## src/radix_digit_formatter_macros.svh

```systemverilog
// assertion macros for the radix digit formatter
// used by the top level only, expects clk_i and rst_ni in scope
`ifndef RADIX_DIGIT_FORMATTER_MACROS_SVH
`define RADIX_DIGIT_FORMATTER_MACROS_SVH

// same-cycle implication
`define RDF_ASSERT_NOW(lbl, ante, cons, msg) \
  lbl: assert property (@(posedge clk_i) disable iff (!rst_ni) (ante) |-> (cons)) \
    else $error(msg);

// next-cycle implication
`define RDF_ASSERT_NEXT(lbl, ante, cons, msg) \
  lbl: assert property (@(posedge clk_i) disable iff (!rst_ni) (ante) |=> (cons)) \
    else $error(msg);

`endif

```

## src/rdf_pkg.sv

```systemverilog
// shared types and constants of the radix digit formatter
// no dependencies
`timescale 1ns / 1ps

package rdf_pkg;

  localparam int unsigned NUM_CHARS = 16;
  localparam logic [7:0] CHAR_PLUS  = 8'h2B;
  localparam logic [7:0] CHAR_MINUS = 8'h2D;

  localparam logic [1:0] REG_RADIX      = 2'd0;
  localparam logic [1:0] REG_CHARS_LOW  = 2'd1;
  localparam logic [1:0] REG_CHARS_HIGH = 2'd2;

  typedef struct packed {
    logic [4:0]                     radix;
    logic [NUM_CHARS-1:0][7:0]      chars;
  } rdf_cfg_t;

  typedef enum logic [1:0] {
    ST_IDLE,
    ST_DIV,
    ST_EMIT,
    ST_ERR
  } rdf_state_e;

endpackage

```

## src/radix_digit_formatter.sv

```systemverilog
// radix digit formatter: an item of D digits is popped from the queue once the back end is
// idle, then divided digit by digit (eight quotient bits a cycle)
// after the last division step the digits are read from the store, msb first, and D words
// leave at one per cycle while the output is not stalled; the next item is popped only once
// every digit of the current one has been read; a rejected alphabet gives one error word
// a two-entry queue lets the next input be taken while the current one is converted
// reset clears config registers to zero and empties queue and pipeline; the digit store
// has no reset as every digit is written before it is read
`timescale 1ns / 1ps

`include "radix_digit_formatter_macros.svh"

module radix_digit_formatter import rdf_pkg::*; #(
  parameter int unsigned MAX_RADIX  = 16,
  parameter int unsigned VALUE_BITS = 64
) (
  input  logic        clk_i,
  input  logic        rst_ni,
  // configuration writes
  input  logic        cfg_we_i,
  input  logic [1:0]  cfg_idx_i,
  input  logic [63:0] cfg_wdata_i,
  // input word
  input  logic        in_valid_i,
  output logic        in_stall_o,
  input  logic [63:0] in_value_i,
  // output word
  output logic        out_valid_o,
  input  logic        out_stall_i,
  output logic [7:0]  out_character_o,
  output logic        out_final_char_o,
  output logic        out_alphabet_invalid_o
);

  // configuration registers
  logic [4:0]  radix_q;
  logic [63:0] chars_lo_q;
  logic [63:0] chars_hi_q;
  rdf_cfg_t    cfg;

  // front to queue, queue to back
  logic                q_full, push, q_valid, pop;
  logic [VALUE_BITS:0] push_data, q_data;

  always_ff @(posedge clk_i or negedge rst_ni) begin
    if (!rst_ni) begin
      radix_q    <= 5'd0;
      chars_lo_q <= 64'd0;
      chars_hi_q <= 64'd0;
    end else if (cfg_we_i) begin
      // unknown indices fall through and are ignored
      case (cfg_idx_i)
        REG_RADIX:      radix_q    <= cfg_wdata_i[4:0];
        REG_CHARS_LOW:  chars_lo_q <= cfg_wdata_i;
        REG_CHARS_HIGH: chars_hi_q <= cfg_wdata_i;
        default: ;
      endcase
    end
  end

  // character k sits in byte k of the joined alphabet
  assign cfg.radix = radix_q;
  assign cfg.chars = {chars_hi_q, chars_lo_q};

  // front: alphabet check and error tagging
  rdf_front #(
    .MAX_RADIX  (MAX_RADIX),
    .VALUE_BITS (VALUE_BITS)
  ) u_front (
    .cfg_i       (cfg),
    .in_valid_i  (in_valid_i),
    .in_stall_o  (in_stall_o),
    .in_value_i  (in_value_i),
    .q_full_i    (q_full),
    .push_o      (push),
    .push_data_o (push_data)
  );

  // decoupling queue
  rdf_queue #(
    .DW (VALUE_BITS + 1)
  ) u_queue (
    .clk_i       (clk_i),
    .rst_ni      (rst_ni),
    .push_i      (push),
    .push_data_i (push_data),
    .full_o      (q_full),
    .pop_i       (pop),
    .valid_o     (q_valid),
    .data_o      (q_data)
  );

  // back: division, digit store and output register
  rdf_back #(
    .VALUE_BITS (VALUE_BITS)
  ) u_back (
    .clk_i                  (clk_i),
    .rst_ni                 (rst_ni),
    .cfg_i                  (cfg),
    .q_valid_i              (q_valid),
    .q_data_i               (q_data),
    .pop_o                  (pop),
    .out_valid_o            (out_valid_o),
    .out_stall_i            (out_stall_i),
    .out_character_o        (out_character_o),
    .out_final_char_o       (out_final_char_o),
    .out_alphabet_invalid_o (out_alphabet_invalid_o)
  );

  // checks
  `RDF_ASSERT_NOW(a_err_word, out_valid_o && out_alphabet_invalid_o, out_final_char_o && (out_character_o == 8'd0), "error word must be final with zero character")
  `RDF_ASSERT_NOW(a_pop_valid, pop, q_valid, "back end popped an empty queue")
  `RDF_ASSERT_NEXT(a_full_hold, q_full && !pop, q_full, "queue lost an entry without a pop")

endmodule

```

## src/rdf_front.sv

```systemverilog
// front end: takes input words, checks the alphabet and tags each word
// depends on rdf_pkg
`timescale 1ns / 1ps

module rdf_front import rdf_pkg::*; #(
  parameter int unsigned MAX_RADIX  = 16,
  parameter int unsigned VALUE_BITS = 64
) (
  input  rdf_cfg_t              cfg_i,
  input  logic                  in_valid_i,
  output logic                  in_stall_o,
  input  logic [63:0]           in_value_i,
  input  logic                  q_full_i,
  output logic                  push_o,
  output logic [VALUE_BITS:0]   push_data_o
);

  logic bad;

  always_comb begin
    bad = (cfg_i.radix < 5'd2) || (cfg_i.radix > 5'(MAX_RADIX));
    for (int i = 0; i < NUM_CHARS; i++) begin
      if (5'(i) < cfg_i.radix) begin
        if (cfg_i.chars[i] == CHAR_PLUS || cfg_i.chars[i] == CHAR_MINUS) begin
          bad = 1'b1;
        end
        for (int j = i + 1; j < NUM_CHARS; j++) begin
          if (5'(j) < cfg_i.radix && cfg_i.chars[j] == cfg_i.chars[i]) begin
            bad = 1'b1;
          end
        end
      end
    end
  end

  assign in_stall_o  = q_full_i;
  assign push_o      = in_valid_i && !q_full_i;
  // error tag on top, masked value below
  assign push_data_o = {bad, in_value_i[VALUE_BITS-1:0]};

endmodule

```

## src/rdf_queue.sv

```systemverilog
// two-entry queue between front and back end
// no dependencies
`timescale 1ns / 1ps

module rdf_queue #(
  parameter int unsigned DW = 65
) (
  input  logic          clk_i,
  input  logic          rst_ni,
  input  logic          push_i,
  input  logic [DW-1:0] push_data_i,
  output logic          full_o,
  input  logic          pop_i,
  output logic          valid_o,
  output logic [DW-1:0] data_o
);

  logic [DW-1:0] mem_q [2];
  logic          wr_ptr_q, wr_ptr_d;
  logic          rd_ptr_q, rd_ptr_d;
  logic [1:0]    cnt_q, cnt_d;

  assign full_o  = (cnt_q == 2'd2);
  assign valid_o = (cnt_q != 2'd0);
  assign data_o  = mem_q[rd_ptr_q];

  always_comb begin
    wr_ptr_d = wr_ptr_q ^ push_i;
    rd_ptr_d = rd_ptr_q ^ pop_i;
    cnt_d    = cnt_q + {1'b0, push_i} - {1'b0, pop_i};
  end

  always_ff @(posedge clk_i or negedge rst_ni) begin
    if (!rst_ni) begin
      wr_ptr_q <= 1'b0;
      rd_ptr_q <= 1'b0;
      cnt_q    <= 2'd0;
    end else begin
      wr_ptr_q <= wr_ptr_d;
      rd_ptr_q <= rd_ptr_d;
      cnt_q    <= cnt_d;
    end
  end

  always_ff @(posedge clk_i) begin
    if (push_i) begin
      mem_q[wr_ptr_q] <= push_data_i;
    end
  end

endmodule

```

## src/rdf_back.sv

```systemverilog
// back end: digit-serial division into a digit store, then msb-first output
// depends on rdf_pkg
`timescale 1ns / 1ps

module rdf_back import rdf_pkg::*; #(
  parameter int unsigned VALUE_BITS = 64
) (
  input  logic                clk_i,
  input  logic                rst_ni,
  input  rdf_cfg_t            cfg_i,
  input  logic                q_valid_i,
  input  logic [VALUE_BITS:0] q_data_i,
  output logic                pop_o,
  output logic                out_valid_o,
  input  logic                out_stall_i,
  output logic [7:0]          out_character_o,
  output logic                out_final_char_o,
  output logic                out_alphabet_invalid_o
);

  localparam int unsigned CYC = (VALUE_BITS + 7) / 8;
  localparam int unsigned W   = CYC * 8;
  localparam int unsigned SW  = (CYC > 1) ? $clog2(CYC) : 1;
  localparam int unsigned AW  = $clog2(VALUE_BITS);
  localparam int unsigned CW  = $clog2(VALUE_BITS + 1);

  rdf_state_e state_q, state_d;

  logic [W-1:0]  work_q, work_d;
  logic [3:0]    rem_q, rem_d;
  logic [SW-1:0] stp_q, stp_d;
  logic [CW-1:0] cnt_q, cnt_d;
  logic [AW-1:0] rd_idx_q, rd_idx_d;

  logic [3:0]    dig_mem [VALUE_BITS];
  logic [3:0]    mem_dq;
  logic          mem_v_q, mem_v_d;
  logic          mem_last_q, mem_last_d;

  logic          out_v_q, out_v_d;
  logic [7:0]    out_char_q, out_char_d;
  logic          out_fin_q, out_fin_d;
  logic          out_inv_q, out_inv_d;

  logic          out_free, moving, last_step;
  logic          wr_en, rd_en;
  logic [7:0]    qbits;
  logic [3:0]    rem_n;
  logic [W-1:0]  work_n;

  assign out_free  = !out_v_q || !out_stall_i;
  assign moving    = mem_v_q && out_free;
  assign last_step = (stp_q == SW'(CYC - 1));

  // eight restoring steps on the narrow remainder
  always_comb begin
    logic [4:0] t;
    logic [7:0] chunk;
    chunk = work_q[W-1 -: 8];
    t     = 5'd0;
    rem_n = rem_q;
    qbits = 8'd0;
    for (int b = 7; b >= 0; b--) begin
      t = {rem_n, chunk[b]};
      if (t >= cfg_i.radix) begin
        t        = t - cfg_i.radix;
        qbits[b] = 1'b1;
      end
      rem_n = t[3:0];
    end
    work_n = (work_q << 8) | W'(qbits);
  end

  // next state
  always_comb begin
    state_d = state_q;
    unique case (state_q)
      ST_IDLE: begin
        if (q_valid_i) begin
          state_d = q_data_i[VALUE_BITS] ? ST_ERR : ST_DIV;
        end
      end
      ST_DIV: begin
        if (last_step && work_n == '0) begin
          state_d = ST_EMIT;
        end
      end
      ST_EMIT: begin
        if ((!mem_v_q || moving) && rd_idx_q == '0) begin
          state_d = ST_IDLE;
        end
      end
      ST_ERR: begin
        if (!mem_v_q && out_free) begin
          state_d = ST_IDLE;
        end
      end
      default: state_d = ST_IDLE;
    endcase
  end

  // datapath and outputs
  always_comb begin
    pop_o      = 1'b0;
    work_d     = work_q;
    rem_d      = rem_q;
    stp_d      = stp_q;
    cnt_d      = cnt_q;
    rd_idx_d   = rd_idx_q;
    wr_en      = 1'b0;
    rd_en      = 1'b0;
    mem_v_d    = mem_v_q && !moving;
    mem_last_d = mem_last_q;
    out_v_d    = out_v_q && out_stall_i;
    out_char_d = out_char_q;
    out_fin_d  = out_fin_q;
    out_inv_d  = out_inv_q;

    if (moving) begin
      out_v_d    = 1'b1;
      out_char_d = cfg_i.chars[mem_dq];
      out_fin_d  = mem_last_q;
      out_inv_d  = 1'b0;
    end

    unique case (state_q)
      ST_IDLE: begin
        pop_o  = q_valid_i;
        work_d = W'(q_data_i[VALUE_BITS-1:0]);
        rem_d  = 4'd0;
        stp_d  = '0;
        cnt_d  = '0;
      end
      ST_DIV: begin
        work_d = work_n;
        rem_d  = rem_n;
        stp_d  = stp_q + SW'(1);
        if (last_step) begin
          wr_en    = 1'b1;
          cnt_d    = cnt_q + CW'(1);
          rd_idx_d = cnt_q[AW-1:0];
          rem_d    = 4'd0;
          stp_d    = '0;
        end
      end
      ST_EMIT: begin
        if (!mem_v_q || moving) begin
          rd_en      = 1'b1;
          mem_v_d    = 1'b1;
          mem_last_d = (rd_idx_q == '0);
          rd_idx_d   = rd_idx_q - AW'(1);
        end
      end
      ST_ERR: begin
        if (!mem_v_q && out_free) begin
          out_v_d    = 1'b1;
          out_char_d = 8'd0;
          out_fin_d  = 1'b1;
          out_inv_d  = 1'b1;
        end
      end
      default: ;
    endcase
  end

  always_ff @(posedge clk_i or negedge rst_ni) begin
    if (!rst_ni) begin
      state_q <= ST_IDLE;
      mem_v_q <= 1'b0;
      out_v_q <= 1'b0;
    end else begin
      state_q <= state_d;
      mem_v_q <= mem_v_d;
      out_v_q <= out_v_d;
    end
  end

  always_ff @(posedge clk_i) begin
    work_q     <= work_d;
    rem_q      <= rem_d;
    stp_q      <= stp_d;
    cnt_q      <= cnt_d;
    rd_idx_q   <= rd_idx_d;
    mem_last_q <= mem_last_d;
    out_char_q <= out_char_d;
    out_fin_q  <= out_fin_d;
    out_inv_q  <= out_inv_d;
  end

  // digit store, lsb digit at address zero
  always_ff @(posedge clk_i) begin
    if (wr_en) begin
      dig_mem[cnt_q[AW-1:0]] <= rem_n;
    end
    if (rd_en) begin
      mem_dq <= dig_mem[rd_idx_q];
    end
  end

  assign out_valid_o            = out_v_q;
  assign out_character_o        = out_char_q;
  assign out_final_char_o       = out_fin_q;
  assign out_alphabet_invalid_o = out_inv_q;

endmodule
```

## config.mk

```make
export PLATFORM = sky130hd
export DESIGN_NAME = radix_digit_formatter
export DESIGN_NICKNAME = d
export VERILOG_FILES = /design/src/rdf_pkg.sv /design/src/radix_digit_formatter.sv /design/src/rdf_front.sv /design/src/rdf_queue.sv /design/src/rdf_back.sv
export VERILOG_INCLUDE_DIRS = /design/src /design/src/src
export SDC_FILE = /design/constraint.sdc
export NUM_CORES = 2
export LEC_CHECK = 0
export BUFFER_PORTS_ARGS = -buffer_cell sky130_fd_sc_hd__clkbuf_2
export CORE_AREA = 2 2 338 273
export CTS_CLUSTER_DIAMETER = 50
export DETAILED_ROUTE_END_ITERATION = 10
export DIE_AREA = 0 0 340 275
export REMOVE_ABC_BUFFERS = 1
export SYNTH_ARGS = -nofsm -noshare
export SYNTH_HDL_FRONTEND = slang
export SYNTH_SLANG_ARGS = --single-unit
```

## constraint.sdc

```tcl
create_clock -name clk_i -period 15.1 [get_ports clk_i]
set_input_delay 3.775 -clock clk_i [delete_from_list [all_inputs] [get_ports clk_i]]
set_output_delay 3.775 -clock clk_i [all_outputs]
set_load 0.01 [all_outputs]
```

==> summary.txt <==
Outcome
  – Status: complete, no violations

Critical path
  – Slowest stage cell, crit path: mux2i_4
  – Most common cell type on the critical path: a21o_1
  – Peak fanout along the critical path: 18
  – Reg2reg setup slack: 1.14 ns
  – Crit path required time: 15.57 ns
  – CP max stage delay: 0.69 ns
  – Arr. time, crit path: 14.42 ns
  – Worst r2r dst: u_back.dig_mem[25][1]
  – Worst r2r path cells: 53
  – Critical path class: reg2reg
  – CP Capture Type: flop
  – Reg2Reg Launch Point: radix_q[3]
  – Crit start category: flop

Detailed routing
  – WL final: 126000 um
  – Top Layer Used: met5
  – Post-route DRC: 0
  – Wire length on met1: 52200 um
  – DR iter-0 viols: 3315
  – Vias: 27.5k
  – Router iterations before antenna repair: 6
  – Routed wl met3: 13300 um
  – Avg WL per Cell: 27.3 um
  – Post-DRT Antenna Nets: 0
  – Vias/cell: 5.95
  – Met2 WL: 54800 um

Clock network
  – Worst-path clk slew: 0.06 ns
  – CTS Buffer Depth: 3
  – CTS tree: yes
  – CTS buffer count: 73
  – CTS root buf: clkbuf_16
  – Hold_buf cts: 0
  – H-tree Lvls: 3
  – CTS resizes: 0
  – Worst skew pair latency: 0.66 ns
  – Setup repair bufs after CTS: 0
  – Clock sink count: 625

Synth
  – Top cell type's share of synthesized area: 36.2%
  – Synth warnings: 0
  – EDFF count, synth: 475
  – Post-Syn Instances: 3324
  – Post-Syn Area per Cell: 11.8 sq um
  – Sequential fraction of the synthesis area: 45.7%
  – Post-synth top area cell: edfxtp_1
  – Synth Flop Type: edfxtp_1
  – Yosys cell types: 63
  – Mapped Area: 39400 sq um
  – Ys async rst share: 22.6%
  – Largest cells by area after synthesis: edfxtp_1 36%, xnor2_1 16%, dfrtp_1 9.0%
  – FF+latch count, synth: 625

Die
  – Die height: 275 um
  – Die width: 340 um
  – Row count: 99
  – Starting Density: 43.6%
  – Top Ports: 147
  – CORE AREA: 90300 sq um
  – Die ar.: 93500 sq um

STA
  – Worst slew margin: 13.5%
  – Hold Fails Final Rpt: 0
  – TNS Setup: 0 ns
  – Final cycle utilization of the critical path: 92.4%
  – Period minus WS final: 13.96 ns
  – Max Slew Vio Count: 0
  – Worst-margin pin slew: 1.28 ns
  – Worst Skew: 0.0457 ns
  – Final setup fails: 0
  – Fmax: 71.6 MHz
  – RSZ-0062 raised after global routing: false

Place
  – Detailed placement HPWL: 77000 um
  – Placed cells: 4482
  – # port buffers: 146
  – Placer Congestion: 0.966

GRT
  – First-pass GRT wire length: 184000 um
  – Gr ovfl total: 0
  – Largest net degree at the start of global routing: 99
  – All-Layer GR Usage: 26.6%
  – Vias in the first global route: 26.5k
  – Initial antenna violation count: 7

Final layout
  – Nets: 3538
  – Fraction of layout cells with a size suffix above 1: 20.5%
  – Layout area overhead: 11.6%
  – Fill cell count: 8005
  – Layout Utilization: 48.6%
  – Final Instance Count excl. Fillers: 4620

Hold path
  – Min-Delay Endpoint: u_back.out_character_o[6]
  – Hold Path Cell Cnt: 2
  – Hold/Removal Path Class: reg2reg
  – Hold path start: u_back.out_character_o[6]

Run
  – Max-cap violation count: 0
## worst max path at each step
stage / endpoint / cells past startpoint / startpoint / slack (ns)
6_report: u_back.dig_mem[25][1] / 53 / radix_q[3] / 1.14
5_1_grt: u_back.dig_mem[25][1] / 53 / radix_q[0] / 0.15
4_1_cts: u_back.dig_mem[25][1] / 53 / radix_q[0] / 0.82
3_5_place_dp: u_back.dig_mem[26][1] / 53 / radix_q[3] / 0.89
3_3_place_gp: u_back.dig_mem[34][1] / 53 / radix_q[0] / 1.05
2_1_floorplan: u_back.dig_mem[0][1] / 53 / radix_q[1] / 1.19
## cells in the mapped netlist (7+ instances only)
cell and count:
dfrtp_1 141, a21oi_1 47, nor2b_1 7, mux4_2 124, fa_1 8, nand4_1 174, nand3_1 22, xor2_1 294
buf_2 161, and3_1 9, a31oi_1 35, ha_1 49, buf_1 100, nand3b_1 9, inv_1 38, nor4_1 109
mux2_2 134, o21ai_0 82, nor2_1 90, clkbuf_1 93, nor3_1 81, dfxtp_1 9, nand2_1 116, a21o_1 32
mux2i_1 75, xnor2_1 706, edfxtp_1 475, nand4b_1 15, nand2b_1 10
## metal layers
layer | vias up | global-route usage [%]
met3 | 365 | 7.23
li1 | 12000 | -
met4 | 10 | 10.8
met2 | 1565 | 39.9
met1 | 13600 | 36.4
met5 | - | 0.347
## per-stage QoR
step / instance area, sq um / worst slack, ns / hold WS [ns]
2_1_floorplan: 37800 / 1.19 / 0.433
3_3_place_gp: 41300 / 1.05 / 0.459
3_5_place_dp: 41300 / 0.885 / 0.455
4_1_cts: 43900 / 0.819 / 0.468
5_1_grt: 43900 / 0.149 / 0.491
6_report: 43900 / 1.14 / 0.469
## logic make-up after synthesis
| kind of cell | synth area share, % |
|---|---|
| AND/OR/NAND/NOR | 9.31 |
| AO/OA/AOI/OAI | 3.69 |
| multiplexers | 12.8 |
| XOR/XNOR | 22.2 |
| flip-flops | 45.7 |
| adder cells (fa/ha/maj) | 1.96 |
| buffers and inverters | 4.29 |
## registers in the layout (all words and copies together) (netlist names), 5 cells and up, named ones only
| signal | count |
|---|---|
| u_back.dig_mem | 256 |
| u_queue.mem_q | 130 |
| chars_hi_q | 64 |
| chars_lo_q | 64 |
| u_back.work_q | 64 |
| u_back.out_character_o | 8 |
| u_back.cnt_q | 6 |
| u_back.rd_idx_q | 6 |
| radix_q | 5 |
## layout make-up
class                   instances  area [sq um]  share of cell area (%)
clock inverters                42           628                    1.43
multi-input cells            2306         19800                    45.1
diodes                          1          2.50                 0.00570
repair buffers                301          1900                    4.33
clock buffers                  94          1960                    4.45
inverters                      39           146                   0.333
flip-flops and latches        625         18000                    40.9
well taps                    1212          1520                    3.45
## worst max-delay path, delay by kind of cell (launching register included)
kind / cells / cell delay, ns
and+or+nand+nor: 3 / 0.64
DFF: 1 / 0.52
AOI/OAI and AO/OA: 29 / 5.95
adders and majority gates: 8 / 2.58
muxes: 7 / 2.97
buffers and inverters: 6 / 1.15
## cell usage in the layout, fill, tap and decap left out, types with 73 or more instances in the layout
| cell type | netlist | final |
|---|---|---|
| buf_4 | 0 | 155 |
| clkbuf_16 | 0 | 73 |
| clkbuf_2 | 0 | 145 |
| dfrtp_1 | 141 | 140 |
| edfxtp_1 | 475 | 475 |
| mux2_2 | 134 | 134 |
| mux2i_1 | 75 | 74 |
| mux4_2 | 124 | 124 |
| nand2_1 | 116 | 115 |
| nand4_1 | 174 | 174 |
| nor2_1 | 90 | 90 |
| nor3_1 | 81 | 81 |
| nor4_1 | 109 | 109 |
| o21ai_0 | 82 | 82 |
| xnor2_1 | 706 | 706 |
| xor2_1 | 294 | 294 |
Power is left out: the tool's default activity adds up to more than one toggle a clock period on the data nets, which glitch-free logic cannot reach.
